[config.mk]
export PLATFORM = sky130hd
export DESIGN_NAME = lflb_front_flat
export DESIGN_NICKNAME = d
export VERILOG_FILES = /design/src/hw/rtl/assert_macros.svh /design/src/hw/rtl/lflb_pkg.sv /design/src/hw/rtl/lflb_if.sv /design/src/hw/rtl/lflb_front.sv /design/src/flat_wrapper.sv
export SDC_FILE = /design/constraint.sdc
export NUM_CORES = 2
export LEC_CHECK = 0
export ABC_AREA = 0
export BUFFER_PORTS_ARGS = -buffer_cell sky130_fd_sc_hd__buf_2
export CAP_MARGIN = 20
export CORE_MARGIN = 3
export CORE_UTILIZATION = 62
export CTS_CLUSTER_SIZE = 30
export DETAILED_ROUTE_END_ITERATION = 16
export PLACE_DENSITY_LB_ADDON = 0.3
export SLEW_MARGIN = 40
export SYNTH_ARGS = -nofsm -noshare
export SYNTH_HDL_FRONTEND = slang
export SYNTH_SLANG_ARGS = --single-unit
export TNS_END_PERCENT = 10
[constraint.sdc]
create_clock -name i_clk -period 8.2 [get_ports i_clk]
set_input_delay 1.23 -clock i_clk [delete_from_list [all_inputs] [get_ports i_clk]]
set_output_delay 1.23 -clock i_clk [all_outputs]
set_load 0.02 [all_outputs]
[src/hw/rtl/assert_macros.svh]
// assertion helpers
`ifndef ASSERT_MACROS_SVH
`define ASSERT_MACROS_SVH

// implication checked every clock, quiet while in reset
`define AST_IMPL(label, clk, rst_n, ante, cons) \
    label: assert property (@(posedge clk) disable iff (!rst_n) (ante) |-> (cons)) \
        else $error("assertion failed");

// next-cycle implication
`define AST_NEXT(label, clk, rst_n, ante, cons) \
    label: assert property (@(posedge clk) disable iff (!rst_n) (ante) |=> (cons)) \
        else $error("assertion failed");

`endif

[src/hw/rtl/lflb_pkg.sv]
package lflb_pkg;
    localparam int MaxTasks   = 64;
    localparam int MaxWorkers = 128;
    localparam int TaskIdxW   = $clog2(MaxTasks);
    localparam int TaskCntW   = $clog2(MaxTasks + 1);
    localparam int WorkerIdxW = 7;
    localparam int WorkerCntW = 8;
    localparam int TotalW     = 38;
    localparam int QueueDepth = 2;

    typedef struct packed {
        logic [15:0] job_id;
        logic [31:0] task_load;
        logic        batch_last;
    } t_req;

    typedef struct packed {
        logic [15:0]       assigned_job;
        logic [6:0]        assigned_worker;
        logic [TotalW-1:0] worker_total;
        logic              overflow;
        logic              result_last;
    } t_rsp;

    // one queued task in sorted order, from the sorter to the assigner
    typedef struct packed {
        logic [15:0] job_id;
        logic [31:0] task_load;
        logic        overflow;
        logic        last;
    } t_task;

    typedef enum logic [2:0] {
        S_LOAD, S_SORT_RD, S_SORT_CMP, S_SORT_WR, S_EMIT_RD, S_EMIT
    } t_front_state;

    typedef enum logic [2:0] {
        B_IDLE, B_CLEAR, B_SCAN, B_SCAN_WAIT, B_UPDATE, B_OUT
    } t_back_state;
endpackage

[src/hw/rtl/lflb_if.sv]
interface lflb_req_if import lflb_pkg::*; ();
    logic valid;
    logic ready;
    t_req payload;
    modport source (output valid, output payload, input ready);
    modport sink (input valid, input payload, output ready);
endinterface


[src/hw/rtl/lflb_front.sv]
// collects a batch, insertion sorts an index list, then streams tasks in order
module lflb_front import lflb_pkg::*; (
    input  logic i_clk,
    input  logic i_rst_n,
    lflb_req_if.sink i_req,
    output logic  o_task_valid,
    output t_task o_task,
    input  logic  i_task_ready
);
    logic [47:0]         r_store [MaxTasks];
    logic [TaskIdxW-1:0] r_order [MaxTasks];
    t_front_state        r_state, n_state;
    logic [TaskCntW-1:0] r_fill, n_fill, r_i, n_i, r_j, n_j;
    logic                r_lost, n_lost;
    logic [47:0]         r_key_e, r_cmp_e;
    logic [47:0]         r_emit_e;
    logic [TaskIdxW-1:0] r_prev;
    logic                st_we, ord_we;
    logic [TaskIdxW-1:0] ord_wa, ord_wd, rd_idx;
    logic                capture_key, capture_cmp, capture_emit;

    assign i_req.ready = (r_state == S_LOAD);
    assign o_task.job_id    = r_emit_e[47:32];
    assign o_task.task_load = r_emit_e[31:0];
    assign o_task.overflow  = r_lost;
    assign o_task.last      = (r_i == r_fill - TaskCntW'(1));

    always_comb begin
        n_state = r_state; n_fill = r_fill; n_i = r_i; n_j = r_j; n_lost = r_lost;
        st_we = 1'b0; ord_we = 1'b0; ord_wa = r_j[TaskIdxW-1:0]; ord_wd = r_prev;
        rd_idx = r_prev; capture_key = 1'b0; capture_cmp = 1'b0; capture_emit = 1'b0;
        o_task_valid = 1'b0;
        case (r_state)
            S_LOAD: begin
                if (i_req.valid) begin
                    if (r_fill < TaskCntW'(MaxTasks)) begin
                        st_we = 1'b1; n_fill = r_fill + 1'b1;
                    end else begin
                        n_lost = 1'b1;
                    end
                    if (i_req.payload.batch_last) begin
                        n_i = '0; n_state = S_SORT_RD;
                    end
                end
            end
            S_SORT_RD: begin
                // fetch key task i, start shifting from slot i
                if (r_i == r_fill) begin
                    n_i = '0; n_state = S_EMIT_RD;
                end else begin
                    capture_key = 1'b1; n_j = r_i; n_state = S_SORT_CMP;
                end
            end
            S_SORT_CMP: begin
                // fetch entry at order[j-1]
                if (r_j == '0) begin
                    ord_wa = '0; ord_wd = r_i[TaskIdxW-1:0]; ord_we = 1'b1;
                    n_i = r_i + 1'b1; n_state = S_SORT_RD;
                end else begin
                    capture_cmp = 1'b1; n_state = S_SORT_WR;
                end
            end
            S_SORT_WR: begin
                ord_we = 1'b1;
                if (r_cmp_e[31:0] < r_key_e[31:0]) begin
                    ord_wd = r_prev; n_j = r_j - 1'b1; n_state = S_SORT_CMP;
                end else begin
                    ord_wd = r_i[TaskIdxW-1:0]; n_i = r_i + 1'b1; n_state = S_SORT_RD;
                end
            end
            S_EMIT_RD: begin
                if (r_i == r_fill) begin
                    n_fill = '0; n_lost = 1'b0; n_state = S_LOAD;
                end else begin
                    capture_emit = 1'b1; n_state = S_EMIT;
                end
            end
            S_EMIT: begin
                o_task_valid = 1'b1;
                if (i_task_ready) begin
                    n_i = r_i + 1'b1; n_state = S_EMIT_RD;
                end
            end
            default: n_state = S_LOAD;
        endcase
    end

    always_ff @(posedge i_clk) begin
        if (!i_rst_n) begin
            r_state <= S_LOAD; r_fill <= '0; r_lost <= 1'b0; r_i <= '0; r_j <= '0;
        end else begin
            r_state <= n_state; r_fill <= n_fill; r_lost <= n_lost; r_i <= n_i; r_j <= n_j;
        end
    end

    // order list read: previous slot for compare, slot i when emitting
    always_ff @(posedge i_clk) begin
        if (ord_we) r_order[ord_wa] <= ord_wd;
        if (n_state == S_EMIT_RD) r_prev <= r_order[n_i[TaskIdxW-1:0]];
        else r_prev <= r_order[n_j[TaskIdxW-1:0] - TaskIdxW'(1)];
    end

    // task store: one write port, registered reads into the key, compare and emit registers
    always_ff @(posedge i_clk) begin
        if (st_we)
            r_store[r_fill[TaskIdxW-1:0]] <= {i_req.payload.job_id, i_req.payload.task_load};
        if (capture_key) r_key_e <= r_store[r_i[TaskIdxW-1:0]];
        if (capture_cmp) r_cmp_e <= r_store[r_prev];
        if (capture_emit) r_emit_e <= r_store[r_prev];
    end
endmodule

[src/flat_wrapper.sv]
// flat-port wrapper written by rule: the top's interface ports become plain ports
module lflb_front_flat import lflb_pkg::*;
  (i_clk, i_rst_n, o_task_valid, o_task, i_task_ready, i_req_valid, i_req_payload, i_req_ready);
  lflb_req_if i_req_i ();
  input  logic i_clk;
  input  logic i_rst_n;
  output logic o_task_valid;
  output t_task o_task;
  input  logic i_task_ready;
  input wire logic [$bits(i_req_i.valid)-1:0] i_req_valid;
  input wire logic [$bits(i_req_i.payload)-1:0] i_req_payload;
  output wire logic [$bits(i_req_i.ready)-1:0] i_req_ready;
  assign i_req_i.valid = i_req_valid;
  assign i_req_i.payload = i_req_payload;
  assign i_req_ready = i_req_i.ready;
  lflb_front u_core (.i_clk(i_clk), .i_rst_n(i_rst_n), .i_req(i_req_i), .o_task_valid(o_task_valid), .o_task(o_task), .i_task_ready(i_task_ready));
endmodule
# After elaboration in Yosys (flattened, before gate mapping)
# Memory sizes are Yosys's and may differ from the RTL's. A register that Yosys moved wholly into a read port is not among the register bits.
# Cells that the tools add are included.
# W data, S select, Z words.
[op_classes]
magnitude_cmp = 2
reduce_logical = 9
n_mux = 47
eq_ne = 19
add_sub_neg = 5
[op_table]
columns = ["operator", "count"]
rows = [
  ["$mux W7", 11],
  ["$pmux W7 S5", 1],
  ["$lt A32 B32 Y1", 1],
  ["$mux W6", 5],
  ["$pmux W7 S2", 2],
  ["$pmux W3 S6", 1],
  ["$mux W1", 17],
  ["$mux W3", 5],
  ["$add A7 B1 Y7 const B", 2],
  ["$eq A7 B7 Y1", 2],
  ["$sub A7 B1 Y7 const B", 2],
  ["$ne A2 B2 Y1 const B", 6],
  ["$pmux W6 S2", 1],
  ["$ne A2 B1 Y1 const B", 5],
  ["$eq A3 B3 Y1 const B", 3],
  ["$reduce_and A4 Y1", 2],
  ["$logic_not A7 Y1", 1],
  ["$lt A7 B7 Y1 const B", 1],
  ["$reduce_and A7 Y1", 1],
  ["$eq A3 B2 Y1 const B", 2],
  ["$sub A6 B1 Y6 const B", 1],
  ["$reduce_bool A5 Y1", 1],
  ["$mux W2", 2],
  ["$pmux W1 S2", 2],
  ["4 further kinds", 5],
]
[totals]
regBits = 111
mem_count = 2
word_cells = 94
ram_bits = 3456
inputBits = 53
[mem_list]
columns = ["memory", "depth", "width", "read_ports", "rd_clocked_by_memory_dff", "write_ports", "line", "rtl"]
rows = [
  ["u_core.r_store", 64, 48, 2, 2, 1, "lflb_front.sv:10", "logic [47:0] r_store [MaxTasks];"],
  ["u_core.r_order", 64, 6, 2, 0, 1, "lflb_front.sv:11", "logic [TaskIdxW-1:0] r_order [MaxTasks];"],
]

# Longest topological paths before layout
[depth]
word_depth = 6
mapped_depth = 20

# Least setup slack after synthesis
# Ideal clock, no wire load.
[synth_timing]
path_kind = "register to register"
start = "register u_core.r_cmp_e[30], read port of u_core.r_store"
end = "memory u_core.r_order[0][3] (netlist name) (data pin)"
stages_incl_launch_ff = 11
arrival_ns = 4.696
path_slack_ns = 2.783
required_ns = 7.479
path_buffers = 2
setup_time_ns = 0.721
cell_sequence = "edfxtp_1 ha_1 nand4_1 nor3_1 a22oi_1 and2_0 clkbuf_1 a21oi_2 nor2_1 clkbuf_1 o31ai_1"
[synth_via]
elab_chain_len = 3
[synth_lines]
columns = ["element", "line", "rtl"]
rows = [
  ["from (decl)", "lflb_front.sv:15", "logic [47:0] r_key_e, r_cmp_e;"],
  ["$lt A32 B32 Y1", "lflb_front.sv:65", "if (r_cmp_e[31:0] < r_key_e[31:0]) begin"],
  ["$mux W6", "lflb_front.sv:65", ""],
  ["$pmux W6 S2", "lflb_front.sv:33", "case (r_state)"],
  ["net u_core.ord_wd[3]", "lflb_front.sv:19", "logic [TaskIdxW-1:0] ord_wa, ord_wd, rd_idx;"],
  ["to (decl)", "lflb_front.sv:11", ""],
]
# The timed path passes the listed nets, and every way through them passes these cells.

# Worst setup path in the final report
[layout_timing]
start = "register u_core.r_cmp_e[30], read port of u_core.r_store"
end = "register u_core.r_prev[1]"
[layout_via]
elab_chain_len = 6
word_cells_on_any_way = 11
[layout_lines]
columns = ["element", "line", "rtl"]
rows = [
  ["$lt A32 B32 Y1 (*)", "lflb_front.sv:65", ""],
  ["$mux W7", "lflb_front.sv:65", ""],
  ["$pmux W7 S2", "lflb_front.sv:33", ""],
  ["$sub A6 B1 Y6", "lflb_front.sv:100", "else r_prev <= r_order[n_j[TaskIdxW-1:0] - TaskIdxW'(1)];"],
  ["$mem_v2 Z64 W6", "-", ""],
  ["$mux W6 (*)", "lflb_front.sv:99", "if (n_state == S_EMIT_RD) r_prev <= r_order[n_i[TaskIdxW-1:0]];"],
  ["to (signal assigned)", "lflb_front.sv:99", ""],
  ["to (signal assigned)", "lflb_front.sv:100", ""],
  ["to (decl)", "lflb_front.sv:17", "logic [TaskIdxW-1:0] r_prev;"],
]
# Every way passes the cells marked *; elsewhere a longest branch is shown, timed or not. The select of a mux whose other input is x is not followed.
# A chain may end at the register's enable or synchronous reset.

==> metrics.yaml <==
outcome:
  status: "finished clean"
placed_design:
  dpl.hpwl_um: 245000
  placed_area_sq_um: 163000
  port_buffers: 104
  dp_cells: 10100
  dpl_worst_slack_ps: 2810
  gp_congestion: 0.948
timing:
  finalHoldViolations: 0
  fin_crit_sh_pct: 70.1
  setup_violations: 0
  relSlewSlack_pct: 28.4
  min_period_ps: 5750
  max_freq_ghz: 0.174
  setup_tns_ps: 0
  worstMarginPinSlew_ps: 1060
  grt_setup_unrepaired: "no"
  setup_ws_ps: 2450
  skew_ps: 79.4
  holdWs_ps: 483
  maxSlewViolCount: 0
critical_path:
  r2r-start: "u_core.r_cmp_e[30]"
  start_kind: "register"
  critPathMaxFanout: 53
  reg2reg_to: "u_core.r_prev[1]"
  cp.required_ps: 9020
  rr_worst_depth: 15
  r2r_slack_ps: 2450
  crit_type: "reg2reg"
  cp-end-kind: "register"
  arrival_ps: 6570
cts:
  cts_resized: 0
  clock_path_buffers: 4
  htreeDepth: 5
  clock-sinks: 3599
  cts_setup_buffers: 0
  cts_tree: "yes"
  clkSlewWorstSetupHoldPaths_ps: 60
  clock-root-buffer: "clkbuf_16"
  clk_latency_ps: 940
  numCtsBuffers: 362
  ctsHoldBuffers: 0
final_layout:
  multi_input_area_sq_um: 47400
  final_common_cell: "edfxtp_1"
  utilization_pct: 70.0
  drive_gt1_share_pct: 38.0
  fill_cells: 13900
  area_growth_pct: 11.7
  final_cell_count_no_fill: 10800
  nets: 7213
  ff_latch_area_sq_um: 108000
  final_cell_mix: "edfxtp_1, mux4_2, clkbuf_16, nand2_1, buf_4"
  finalInstanceArea_sq_um: 175000
worst_hold_path:
  min_path_cells: 2
  min_from: "u_core.r_lost"
  holdPathEnd: "u_core.r_lost"
  min_path_type: "reg2reg"
logic_synthesis:
  synth_area_sq_um: 157000
  synth_fp_nets: 6994
  synth-async-reset-ratio_pct: 0
  ys_warn_count: 0
  synth_edf_count: 3568
  syn_avg_cell_area_sq_um: 22.7
  synth-main-ff-cell: "edfxtp_1"
  syn_inst: 6904
  seq_area_frac_synth_pct: 68.8
  synth_cell_types: 82
  synth_seq_cells: 3599
global_route:
  antenna_found_initial: 29
  overflow: 0
  grt_pass1_wl_um: 676000
  track_usage_pct: 37.8
  grt_start_max_net_pins: 127
  grt_pass1_vias: 86900
detailed_routing:
  postRouteAntennaNets: 0
  drc_errors: 0
  dr.pass1.iters: 8
  wirelength_um: 487000
  wire_per_inst_um: 45.2
  vias: 87400
  drt_iter0_markers: 15800
  vias_per_cell: 8.12
floorplanning:
  initial_core_util_pct: 62.7
  die_y_um: 509
  rows: 183
  dieArea_sq_um: 259000
  core_area_sq_um: 250000
  io_pins: 105
  die_w_um: 509
power_and_ir_drop:
  ir_drop_mv: 0.229
  p_total_mw: 42.9
  power_density_nw_per_um2: 245
  leakagePower_nw: 53.0
run:
  cap_violations: 0
==> power by group <==
part / internal (mW) / switching, mW
clock network: 9.14 / 7.21
registers: 20.5 / 0.139
logic: 2.77 / 3.14
total: 32.4 / 10.5
==> how the worst max path moves through the flow <==
stage                  startpoint              endpoint
6_report       u_core.r_cmp_e[30]      u_core.r_prev[1]
5_1_grt        u_core.r_key_e[22]      u_core.r_prev[1]
4_1_cts        u_core.r_cmp_e[22]      u_core.r_prev[1]
3_5_place_dp   u_core.r_cmp_e[22]      u_core.r_prev[1]
3_3_place_gp   u_core.r_cmp_e[23]      u_core.r_prev[2]
2_1_floorplan  u_core.r_cmp_e[30]  u_core.r_order[0][3]
==> per-layer routing <==
metal  track usage, %  wire length (um)  up-vias
li1                 -                 -    30900
met1             49.9            151000    45200
met2             56.7            227000     9278
met3             11.7             73200     2002
met4             21.6             34700       20
met5                0               146        -
==> critical path, stage by stage (launching register included) <==
cell and delay [ps]:
edfxtp_1 390, ha_1 370, nand4_1 260, nor4_1 970
buf_4 280, o21a_1 340, o21ai_1 210, a21oi_4 270
inv_6 270, ha_4 320, and2_1 170, a32oi_1 220
nand2_1 500, a32oi_1 630, nand4_1 260, nand3_1 140
==> cells in the mapped netlist (7+ instances only) <==
library cell  instances  area (sq um)
and2_1               11          68.8
clkbuf_1            306          1150
and3_1               13          81.3
buf_1               123           462
buf_6                 7          78.8
or3_1                 7          43.8
buf_4                15           113
nand3_1             124           621
nand4_1              26           163
o21ai_1               8          40.0
o22ai_1               9          56.3
nand2_1             224           841
a211oi_1             11          82.6
a21oi_1              33           165
buf_2                29           145
nor4_1               10          62.6
inv_1                46           173
a21boi_0             21           158
dfxtp_1              31           621
mux4_2             1836         41300
xor2_1               12           105
edfxtp_1           3568        107000
o21ai_0              19          95.1
ha_1                 37           463
a22oi_1              26           195
nor2_1              181           679
a32oi_1              17           149
mux2i_1              32           320
nor3_1               16          80.1
nor2b_1               9          56.3
==> final cells by class <==
type / instances / share of cell area (%)
Antenna cell: 24 / 0.0343
Timing Repair Buffer: 335 / 2.20
Multi-Input combinational cell: 2775 / 27.1
Clock buffer: 432 / 5.38
Tap cell: 3330 / 2.38
Inverter: 50 / 0.113
Clock inverter: 226 / 1.17
Sequential cell: 3599 / 61.6
==> logic make-up after synthesis <==
| logic type | share of synthesized area, % |
|---|---|
| buffers and inverters | 1.36 |
| AOI/OAI and AO/OA | 0.946 |
| adders and majority gates | 0.296 |
| and+or+nand+nor | 1.83 |
| xor gates and xnor gates | 0.132 |
| DFF | 68.8 |
| muxes | 26.6 |
==> sequential cells by signal, summed over array words and instances (netlist names) <==
signal / count
u_core.r_cmp_e: 32
u_core.r_emit_e: 48
u_core.r_fill: 7
u_core.r_i: 7
u_core.r_j: 7
u_core.r_key_e: 32
u_core.r_lost: 1
u_core.r_order: 384
u_core.r_prev: 6
u_core.r_state: 3
u_core.r_store: 3072
Power figures use the tool's default switching activity.
