### src/hw/rtl/assert_macros.svh
// assertion helpers
`ifndef ASSERT_MACROS_SVH
`define ASSERT_MACROS_SVH

// implication checked every clock, quiet while in reset
`define AST_IMPL(label, clk, rst_n, ante, cons) \
    label: assert property (@(posedge clk) disable iff (!rst_n) (ante) |-> (cons)) \
        else $error("assertion failed");

// next-cycle implication
`define AST_NEXT(label, clk, rst_n, ante, cons) \
    label: assert property (@(posedge clk) disable iff (!rst_n) (ante) |=> (cons)) \
        else $error("assertion failed");

`endif

### src/hw/rtl/lflb_pkg.sv
package lflb_pkg;
    localparam int MaxTasks   = 64;
    localparam int MaxWorkers = 128;
    localparam int TaskIdxW   = $clog2(MaxTasks);
    localparam int TaskCntW   = $clog2(MaxTasks + 1);
    localparam int WorkerIdxW = 7;
    localparam int WorkerCntW = 8;
    localparam int TotalW     = 38;
    localparam int QueueDepth = 2;

    typedef struct packed {
        logic [15:0] job_id;
        logic [31:0] task_load;
        logic        batch_last;
    } t_req;

    typedef struct packed {
        logic [15:0]       assigned_job;
        logic [6:0]        assigned_worker;
        logic [TotalW-1:0] worker_total;
        logic              overflow;
        logic              result_last;
    } t_rsp;

    // one queued task in sorted order, from the sorter to the assigner
    typedef struct packed {
        logic [15:0] job_id;
        logic [31:0] task_load;
        logic        overflow;
        logic        last;
    } t_task;

    typedef enum logic [2:0] {
        S_LOAD, S_SORT_RD, S_SORT_CMP, S_SORT_WR, S_EMIT_RD, S_EMIT
    } t_front_state;

    typedef enum logic [2:0] {
        B_IDLE, B_CLEAR, B_SCAN, B_SCAN_WAIT, B_UPDATE, B_OUT
    } t_back_state;
endpackage

### src/hw/rtl/lflb_queue.sv
// small fifo between sorter and assigner
module lflb_queue import lflb_pkg::*; (
    input  logic  i_clk,
    input  logic  i_rst_n,
    input  logic  i_push,
    input  t_task i_data,
    output logic  o_full,
    input  logic  i_pop,
    output t_task o_data,
    output logic  o_empty
);
    localparam int PtrW = $clog2(QueueDepth);
    t_task           r_mem [QueueDepth];
    logic [PtrW-1:0] r_wp, r_rp;
    logic [PtrW:0]   r_cnt;

    assign o_full  = (r_cnt == (PtrW+1)'(QueueDepth));
    assign o_empty = (r_cnt == '0);
    assign o_data  = r_mem[r_rp];

    always_ff @(posedge i_clk) begin
        if (i_push && !o_full) r_mem[r_wp] <= i_data;
    end

    always_ff @(posedge i_clk) begin
        if (!i_rst_n) begin
            r_wp <= '0; r_rp <= '0; r_cnt <= '0;
        end else begin
            if (i_push && !o_full) r_wp <= r_wp + 1'b1;
            if (i_pop && !o_empty) r_rp <= r_rp + 1'b1;
            r_cnt <= r_cnt + (PtrW+1)'(i_push && !o_full) - (PtrW+1)'(i_pop && !o_empty);
        end
    end
endmodule

### config.mk
export PLATFORM = sky130hd
export DESIGN_NAME = lflb_queue
export DESIGN_NICKNAME = d
export VERILOG_FILES = /design/src/hw/rtl/assert_macros.svh /design/src/hw/rtl/lflb_pkg.sv /design/src/hw/rtl/lflb_queue.sv
export SDC_FILE = /design/constraint.sdc
export NUM_CORES = 1
export LEC_CHECK = 0
export BUFFER_PORTS_ARGS = -buffer_cell sky130_fd_sc_hd__buf_2
export CAP_MARGIN = 15
export CORE_MARGIN = 2
export CORE_UTILIZATION = 40
export CTS_CLUSTER_DIAMETER = 60
export DETAILED_ROUTE_END_ITERATION = 16
export PLACE_DENSITY = 0.75
export SLEW_MARGIN = 20
export SYNTH_ARGS = -nofsm -noshare
export SYNTH_HDL_FRONTEND = slang
export SYNTH_SLANG_ARGS = --single-unit
### constraint.sdc
create_clock -name i_clk -period 4.1 [get_ports i_clk]
set_clock_uncertainty 0.2 [all_clocks]
set_input_delay 0.82 -clock i_clk [delete_from_list [all_inputs] [get_ports i_clk]]
set_output_delay 0.82 -clock i_clk [all_outputs]
set_load 0.02 [all_outputs]
Yosys cells after proc, flatten, opt, wreduce, memory -nomap -nowiden:

Memory sizes are Yosys's and may differ from the RTL's. A register that Yosys moved wholly into a read port is not among the register bits.
Cells that the tools add are included.

* $add $sub $neg: 4
* equal/unequal tests: 1
* multiplexer cells: 4
* reductions and logical operators: 5

Operators by type and width (number)
* 1-bit two-way mux: 4
* 1-bit adder, second input constant: 2
* 2-bit by 1-bit adder with 2-bit output: 1
* 2-bit == test, second input constant: 1
* 1-bit logical AND: 2
* 1-bit zero test: 2
* 2-bit zero test: 1
* 2-bit by 1-bit subtractor with 2-bit output: 1

* register bits after elaboration: 4
* RAM bits: 100
* bits of input ports: 54
* output and inout port bits: 52
* memories kept: 1

Memories
* r_mem: words 2, bits a word 50, read ports 1, clocked after memory_dff 1, write ports 1, RTL line lflb_queue.sv:13 `t_task r_mem [QueueDepth];`

Logic depth before layout (Yosys ltp):

Gate-level depths: netlist of run 1.

* depth in word-level cells: 5
* gate-level depth with buffers: 8
* mapped depth without buffers: 8

Worst setup path after synthesis of run 1:

OpenSTA, ideal clock, no wires.

* path kind: in2reg
* from: in i_push
* to: mem r_mem[0][0] (netlist name) (enable)
* data arrival time: 3.011 ns
* setup slack: 0.431 ns
* stages: 2
* path buffers: 0
* path through: nand2_1 -> nor2_1

* word-level cells in the longest chain between the ends: 3

Ends and longest elaborated chain
* start, declared: RTL line lflb_queue.sv:5 `input logic i_push,`
* 1-bit logical AND: RTL line lflb_queue.sv:22 `if (i_push && !o_full) r_mem[r_wp] <= i_data;`
* 1-bit two-way mux: RTL line lflb_queue.sv:22
* 1-bit two-way mux (not written as such): RTL line lflb_queue.sv:22
* end, declared: RTL line lflb_queue.sv:13

Every way passes these cells.

==> results of run 1 <==
## cells in the mapped netlist
library cell	instances
and2_1	2
edfxtp_1	100
inv_1	2
nor2b_1	2
mux2_4	50
xnor2_1	3
nand2b_1	2
buf_12	5
mux2i_1	1
nand2_1	2
and3_1	1
buf_6	1
o21a_1	1
dfxtp_1	5
ha_1	2
nor2_1	2
## metrics by stage
stage          area (um^2)  hold slack (ns)  cells
2_1_floorplan         4100            0.255    181
3_3_place_gp          4700            0.300    414
5_1_grt               4920            0.373    430
4_1_cts               4920            0.353    430
6_report              4930            0.351    431
3_5_place_dp          4700            0.331    414
## kinds of logic after synthesis
| group | share of synthesized area |
|---|---|
| xor+xnor | 0.00641 |
| fa+ha+maj | 0.00610 |
| buf+inv | 0.0290 |
| compound gates | 0.00183 |
| flops | 0.757 |
| simple gates | 0.0143 |
| mux | 0.186 |
## metal layers
| metal | track usage | vias up |
|---|---|---|
| met5 | 0 | - |
| met4 | 0.0400 | 0 |
| met3 | 0.0581 | 5 |
| met2 | 0.197 | 65 |
| met1 | 0.127 | 918 |
| li1 | - | 920 |
## sequential cells by signal, indices dropped and copies added (netlist names), named ones only
register / flops
r_cnt: 2
r_mem: 100
r_rp: 1
r_wp: 1
## cell type report
class | instances | area [um^2] | area share
flip-flops and latches | 105 | 3110 | 0.631
repair buffers | 106 | 533 | 0.108
well taps | 133 | 166 | 0.0338
diodes | 1 | 2.50 | 0.000508
clock inverters | 6 | 91.3 | 0.0185
clock buffers | 10 | 128 | 0.0259
multi-input cells | 68 | 891 | 0.181
inverters | 2 | 7.51 | 0.00152
## report_power, final
part           switching [uW]  internal (uW)
combinational             410            412
sequential                130           1350
clock                     329            346
## worst min-delay path by stage
stage                     slack (ns)           endpoint         startpoint
after detailed placement        0.33               flop  r_rp$_SDFFE_PN0P_
after floorplan                 0.25  r_wp$_SDFFE_PN0P_  r_wp$_SDFFE_PN0P_
after global placement          0.30  r_wp$_SDFFE_PN0P_  r_wp$_SDFFE_PN0P_
after global routing            0.37  r_wp$_SDFFE_PN0P_  r_wp$_SDFFE_PN0P_
final                           0.35               flop  r_rp$_SDFFE_PN0P_
after CTS                       0.35               flop  r_rp$_SDFFE_PN0P_
## worst max-delay path: stages, from the launching register on
cell and delay (ns):
dfxtp_4 0.97, mux2_4 0.36, buf_2 0.16
==> flow_summary.json, run 1 <==
{
  "antenna_found_initial": 1,
  "dp_hpwl_um": 4100,
  "rrSetupSlack_ns": 2.16,
  "cp-start-kind": "flop",
  "cts_hold_buf": 0,
  "cp.required_ns": 3.08,
  "htreeDepth": 3,
  "clk_path_buf_depth": 2,
  "cts_sinks": 105,
  "worst_slack_ns": 1.18,
  "gr-total-overflow": 0,
  "io_buffers": 105,
  "dr.max_layer_used": "met4",
  "syn_to_final_growth_pct": 20.1,
  "rsz0062_at_grt": "false",
  "netlist_area_um2": 4100,
  "min_path_cells": 2,
  "final_cell_mix": "105 x buf_2, 100 x edfxtp_1, 50 x mux2_4, 9 x clkbuf_8, 4 x dfxtp_1",
  "drc": 0,
  "final.min_clock_period_ns": 2.92,
  "dr_wl_met2_um": 3210,
  "relSlewSlack": 0.368,
  "postCtsSetupBuffers": 0,
  "power_per_cell_area_nw_per_um2": 604,
  "final_nets": 348,
  "wirelength_um": 6350,
  "grt_usage": 0.117,
  "ys_warn_count": 0,
  "met1Wirelength_um": 2540,
  "cts_inserted_buffers": 9,
  "synth_area_leaders": "edfxtp_1 73%, mux2_4 18%, buf_12 2.4%, dfxtp_1 2.4%, xnor2_1 0.64%",
  "die_y_um": 105,
  "first_pass_iters": 4,
  "worst-setup-path-type": "flop to output pin",
  "clk_pin_slew_ns": 0.09,
  "synth_top_area_cell": "edfxtp_1",
  "grt_pass1_vias": 1931,
  "postCtsResizedCells": 0,
  "avgRoutedWirePerCell_um": 14.7,
  "route.met3.wl_um": 543,
  "syn_area_per_cell_um2": 22.7,
  "drv_cap": 0,
  "fin_crit_sh": 0.713,
  "grt_pass1_wl_um": 9670,
  "postRouteAntennaNets": 0,
  "arrival_ns": 1.90,
  "yosysUniqueCellTypes": 16,
  "reg2reg_from": "r_cnt[0]$_SDFF_PN0_",
  "outcome": "completed",
  "vias_per_cell": 4.43,
  "path_max_fanout": 50,
  "yosysTopAreaCellShare": 0.732,
  "hold_viol_final": 0,
  "synth_seq_area_share": 0.757,
  "clk_latency_ns": 0.35,
  "dieWidth_um": 105,
  "fill_cells": 828,
  "hold_class": "flop to flop",
  "worst_pin_slew_ns": 0.948,
  "max_freq_ghz": 0.342,
  "vdd_drop_max_mv": 0.414,
  "root_buffer": "clkbuf_8",
  "endpoint": "o_data[17]",
  "cp-end-kind": "output pin",
  "leakage_uw": 0.00192,
  "synth_seq_cells": 105,
  "tns_ns": 0,
  "power_uw": 2980,
  "globalplace.congestion": 0.676,
  "dp_slack_ns": 1.56,
  "num_rows": 36,
  "io_pins": 106,
  "final_common_cell": "buf_2",
  "critical_path.reg2reg.endpoint": "r_mem[0][39]$_DFFE_PP_",
  "rr_worst_depth": 4,
  "fin_util": 0.499,
  "grt_max_degree": 51,
  "drive_above_1_share": 0.586,
  "vias": 1908,
  "slew_violations": 0,
  "syn_inst": 181,
  "synth_nets": 237,
  "drt_iter0_markers": 67,
  "setup_viol": 0,
  "die-area_um2": 11100,
  "coreArea_um2": 9860,
  "cts_tree": "done",
  "start_util": 0.416
}
(Power assumes the default switching activity.)
==> run 2: changes to the inputs <==
- ABC_AREA: not set -> 1
- clock period: 4.1 -> 3 ns (I/O delays scaled with it)
==> flow_summary.json, run 2 <==
{
  "regArea_um2": 3110,
  "relSlewSlack": 0.735,
  "yosysTopAreaCellShare": 0.730,
  "arrival_ns": 1.77,
  "postRouteAntennaNets": 0,
  "avgRoutedWirePerCell_um": 14.3,
  "drc": 0,
  "worst_slack_ns": 0.425,
  "power_uw": 3940,
  "grt_usage": 0.121,
  "hold_viol_final": 0,
  "max_freq_ghz": 0.388,
  "cp.required_ns": 2.20,
  "cp_cell_sequence": "buf_12 -> mux2_4 -> buf_2",
  "netlist_area_um2": 4110,
  "io_pins": 106,
  "postCtsResizedCells": 0,
  "clk_path_buf_depth": 2,
  "dp_hpwl_um": 4520,
  "async_flop_share": 0,
  "slowest_delay_ns": 0.58,
  "cp-start-kind": "flop",
  "internal_power_uw": 2720,
  "p_sw_frac": 0.308,
  "yosysUniqueCellTypes": 11,
  "cp_slowest_cell": "dfxtp_4",
  "largest_reg_flops": 100,
  "worst_pin_slew_ns": 0.397,
  "n_antenna_cell": 0,
  "dp_slack_ns": 0.788,
  "drive_above_1_share": 0.564,
  "top_regs": "r_mem: 100 flops, r_cnt: 2 flops",
  "cts_sinks": 105,
  "vias_per_cell": 4.52,
  "cp-end-kind": "output pin",
  "p_clk_frac": 0.187,
  "synth-edff-count": 100,
  "clk_latency_ns": 0.35,
  "worst-setup-path-type": "flop to output pin",
  "pwr-share-seq": 0.498,
  "final.min_clock_period_ns": 2.57,
  "die-area_um2": 11100,
  "ys_warn_count": 0,
  "cts_inserted_buffers": 9,
  "htreeDepth": 3,
  "syn_inst": 194,
  "combPwrFrac": 0.315,
  "leakage_uw": 0.00196,
  "power_per_cell_area_nw_per_um2": 800,
  "fill_cells": 878,
  "path_max_fanout": 33,
  "synth_commonest_cells": "100 x edfxtp_1, 50 x mux2_4, 9 x inv_1, 9 x nand2_1, 8 x nor2_1",
  "coreArea_um2": 10100,
  "postCtsSetupBuffers": 0,
  "first_pass_iters": 4,
  "grt_pass1_wl_um": 10200,
  "hold_class": "input pin to flop",
  "io_buffers": 105,
  "p_switching_uw": 1210,
  "grt_pass1_vias": 2124,
  "multi_input_area_um2": 872,
  "drv_cap": 0,
  "synth_seq_area_share": 0.754,
  "synth_nets": 250,
  "outcome": "completed",
  "slew_violations": 0,
  "clk_pin_slew_ns": 0.09,
  "worst-path-buf-inv": 2,
  "dieWidth_um": 105,
  "die_y_um": 105,
  "drt_iter0_markers": 49,
  "num_rows": 37,
  "tns_ns": 0,
  "synthFlopType": "edfxtp_1",
  "wirelength_um": 6430,
  "synth_top_area_cell": "edfxtp_1",
  "cts_hold_buf": 0,
  "rsz0062_at_grt": "false",
  "setup_viol": 0,
  "cts_tree": "done",
  "synth_area_leaders": "edfxtp_1 73%, mux2_4 18%, buf_12 2.4%, dfxtp_1 2.4%, inv_1 0.82%",
  "vias": 2034,
  "vdd_drop_max_mv": 0.392,
  "start_util": 0.406,
  "yosysMostFrequentCell": "edfxtp_1",
  "synth_seq_cells": 105,
  "grt_max_degree": 34,
  "syn_to_final_growth_pct": 19.7,
  "syn_area_per_cell_um2": 21.2,
  "antenna_found_initial": 0,
  "cp_top_family": "flip-flops",
  "gr-total-overflow": 0,
  "root_buffer": "clkbuf_8",
  "final_common_cell": "buf_2",
  "final_nets": 365,
  "fin_hold_ws_ns": 0.234,
  "final_cell_mix": "105 x buf_2, 100 x edfxtp_1, 50 x mux2_4, 9 x nand2_1, 9 x clkbuf_8",
  "top_register": "r_mem",
  "globalplace.congestion": 0.690,
  "fin_crit_sh": 0.858
}
-- run 2: cell families after synthesis --
logic type	share of synthesized area
DFF	0.754
buffers and inverters	0.0353
muxes	0.183
AOI/OAI and AO/OA	0.00243
adders and majority gates	0.00608
and+or+nand+nor	0.0192
-- run 2: per-layer routing --
metal | GRT usage | wire length [um] | vias up
li1 | - | - | 961
met1 | 0.138 | 2670 | 1001
met2 | 0.207 | 3280 | 64
met3 | 0.0470 | 395 | 8
met4 | 0.0400 | 81 | 0
met5 | 0 | 0 | -
-- run 2: final cells by class --
type / count / share of cell area
clock buffers: 11 / 0.0267
clock inverters: 5 / 0.00661
inverters: 9 / 0.00686
multi-input cells: 74 / 0.177
flip-flops and latches: 105 / 0.631
well taps: 136 / 0.0346
repair buffers: 110 / 0.117
-- run 2: metrics by stage --
| step | cell area (um^2) | instances | util |
|---|---|---|---|
| floorplan | 4120 | 194 | - |
| global placement | 4760 | 434 | 0.469 |
| detailed placement | 4760 | 434 | 0.469 |
| CTS | 4920 | 450 | 0.485 |
| global route | 4920 | 450 | 0.485 |
| finish | 4920 | 450 | 0.485 |
-- run 2: worst paths after layout --
check	from	endpoint	slack, ns	cells past startpoint
worst max-delay path	flop	o_data[5]	0.43	3
worst min-delay path	i_data[31]	r_mem[0][31]$_DFFE_PP_	0.23	1
worst max register to register	r_cnt[0]$_SDFF_PN0_	r_cnt[1]$_SDFF_PN0_	1.18	10
worst min register to register	r_rp$_SDFFE_PN0P_	r_rp$_SDFFE_PN0P_	0.32	2
-- run 2: power by group through the flow --
stage / logic (uW) / clock network, uW / registers, uW
2_1_floorplan: 1020 / 0 / 1940
3_3_place_gp: 1240 / 0 / 1990
3_5_place_dp: 1270 / 0 / 2000
4_1_cts: 1270 / 771 / 1970
5_1_grt: 1340 / 824 / 1980
6_report: 1240 / 736 / 1960
-- run 2: worst register-to-register path: stages, from the launching register on --
cell and delay, ns:
dfxtp_1 0.37, inv_1 0.06, nand2_1 0.11, nand2_1 0.14
ha_1 0.30, inv_1 0.04, ha_1 0.18, inv_1 0.05
nand2_1 0.06, a21oi_1 0.15, nor2_1 0.06
==> run 3: changes to the inputs <==
- CELL_PAD_IN_SITES_DETAIL_PLACEMENT: not set -> 1
- CELL_PAD_IN_SITES_GLOBAL_PLACEMENT: not set -> 2
- CORE_UTILIZATION: 40 -> 38
- PLACE_DENSITY: 0.75 -> 0.9
==> flow_summary.json, run 3 (synthesized netlist as in run 2, its figures left out) <==
{
  "cts_sinks": 105,
  "final_area_um2": 4940,
  "arrival_ns": 1.66,
  "hold_viol_final": 0,
  "postRouteAntennaNets": 0,
  "endpoint": "o_data[46]",
  "avgRoutedWirePerCell_um": 16.3,
  "htreeDepth": 3,
  "cp-start-kind": "flop",
  "cts_hold_buf": 0,
  "worst-setup-path-type": "flop to output pin",
  "drv_cap": 0,
  "die-area_um2": 11700,
  "cts_tree": "done",
  "top_register": "r_mem",
  "syn_to_final_growth_pct": 20.1,
  "cp-end-kind": "output pin",
  "final_cell_mix": "105 x buf_2, 100 x edfxtp_1, 50 x mux2_4, 9 x nand2_1, 9 x clkbuf_8",
  "vias": 2050,
  "rrSetupSlack_ns": 1.10,
  "io_pins": 106,
  "num_rows": 37,
  "final.min_clock_period_ns": 2.46,
  "dp_hpwl_um": 5260,
  "postCtsResizedCells": 0,
  "clk_pin_slew_ns": 0.10,
  "rsz0062_at_grt": "false",
  "power_per_cell_area_nw_per_um2": 809,
  "grt_max_degree": 30,
  "coreArea_um2": 10400,
  "outcome": "completed",
  "cp_top_family": "flip-flops",
  "drc": 0,
  "hold_class": "input pin to flop",
  "grt_usage": 0.129,
  "postPlaceCellArea_um2": 4770,
  "rr_worst_depth": 5,
  "io_buffers": 105,
  "vias_per_cell": 4.56,
  "critical_path.reg2reg.endpoint": "r_mem[1][36]$_DFFE_PP_",
  "dieWidth_um": 108,
  "grt_pass1_wl_um": 11100,
  "top_regs": "r_mem: 100 flops, r_cnt: 2 flops",
  "relSlewSlack": 0.648,
  "cp_cell_sequence": "buf_4 -> mux2_4 -> buf_2",
  "start_util": 0.395,
  "slew_violations": 0,
  "path_max_fanout": 14,
  "worst_pin_slew_ns": 0.527,
  "vdd_drop_max_mv": 0.302,
  "n_antenna_cell": 0,
  "final_nets": 365,
  "postCtsSetupBuffers": 0,
  "cts_inserted_buffers": 9,
  "cp.required_ns": 2.20,
  "largest_reg_flops": 100,
  "setup_viol": 0,
  "tns_ns": 0,
  "clk_latency_ns": 0.35,
  "drive_above_1_share": 0.567,
  "gr-total-overflow": 0,
  "grt_pass1_vias": 2234,
  "final_common_cell": "buf_2",
  "root_buffer": "clkbuf_8",
  "fin_crit_sh": 0.819,
  "first_pass_iters": 4,
  "reg2reg_from": "r_cnt[0]$_SDFF_PN0_",
  "globalplace.congestion": 0.668,
  "slowest_delay_ns": 0.49,
  "cp_slowest_cell": "dfxtp_4",
  "worst-path-buf-inv": 2,
  "max_freq_ghz": 0.407,
  "antenna_found_initial": 0,
  "drt_iter0_markers": 47,
  "die_y_um": 108,
  "clk_path_buf_depth": 2,
  "wirelength_um": 7350,
  "path_depth": 3,
  "leakage_uw": 0.00197
}
[run 3: routing by layer]
metal	track usage	part of all wire
met5	0	0
met4	0.0495	0.010
met3	0.0386	0.058
met2	0.232	0.53
met1	0.144	0.40
[run 3: worst register-to-register path: stages (launching register included)]
cell and delay (ns):
dfxtp_1 0.37, inv_1 0.07, nand2_1 0.13, nand3_1 0.12, inv_2 0.41, buf_12 0.29
[run 3: through the flow]
step / setup WS, ns / util / power [uW] / cells / hold slack [ns]
6_report: 0.544 / 0.474 / 4000 / 450 / 0.223
5_1_grt: 0.460 / 0.474 / 4210 / 450 / 0.198
4_1_cts: 0.504 / 0.474 / 4070 / 450 / 0.203
3_5_place_dp: 0.914 / 0.458 / 3300 / 434 / 0.309
3_3_place_gp: 0.945 / 0.458 / 3240 / 434 / 0.290
2_1_floorplan: 0.410 / - / 2970 / 194 / 0.267
[run 3: how the worst min path moves through the flow]
stage / slack, ns / from / cells past startpoint / endpoint
after floorplan: 0.27 / r_rp$_SDFFE_PN0P_ / 2 / flop
after global placement: 0.29 / r_rp$_SDFFE_PN0P_ / 2 / r_rp$_SDFFE_PN0P_
after detailed placement: 0.31 / r_rp$_SDFFE_PN0P_ / 2 / r_rp$_SDFFE_PN0P_
after CTS: 0.20 / i_data[21] / 1 / r_mem[1][21]$_DFFE_PP_
after global routing: 0.20 / i_data[11] / 1 / r_mem[0][11]$_DFFE_PP_
final: 0.22 / i_data[28] / 1 / r_mem[1][28]$_DFFE_PP_
[run 3: power breakdown]
part           switching [uW]  internal, uW
clock network             461           305
logic                     707           573
registers                92.1          1860
[run 3: area by class of cell]
type | instances | area (um^2)
Clock buffer | 10 | 128
Clock inverter | 6 | 42.5
Fill cell | 1045 | 5480
Inverter | 9 | 33.8
Multi-Input combinational cell | 74 | 872
Sequential cell | 105 | 3110
Tap cell | 136 | 170
Timing Repair Buffer | 110 | 588
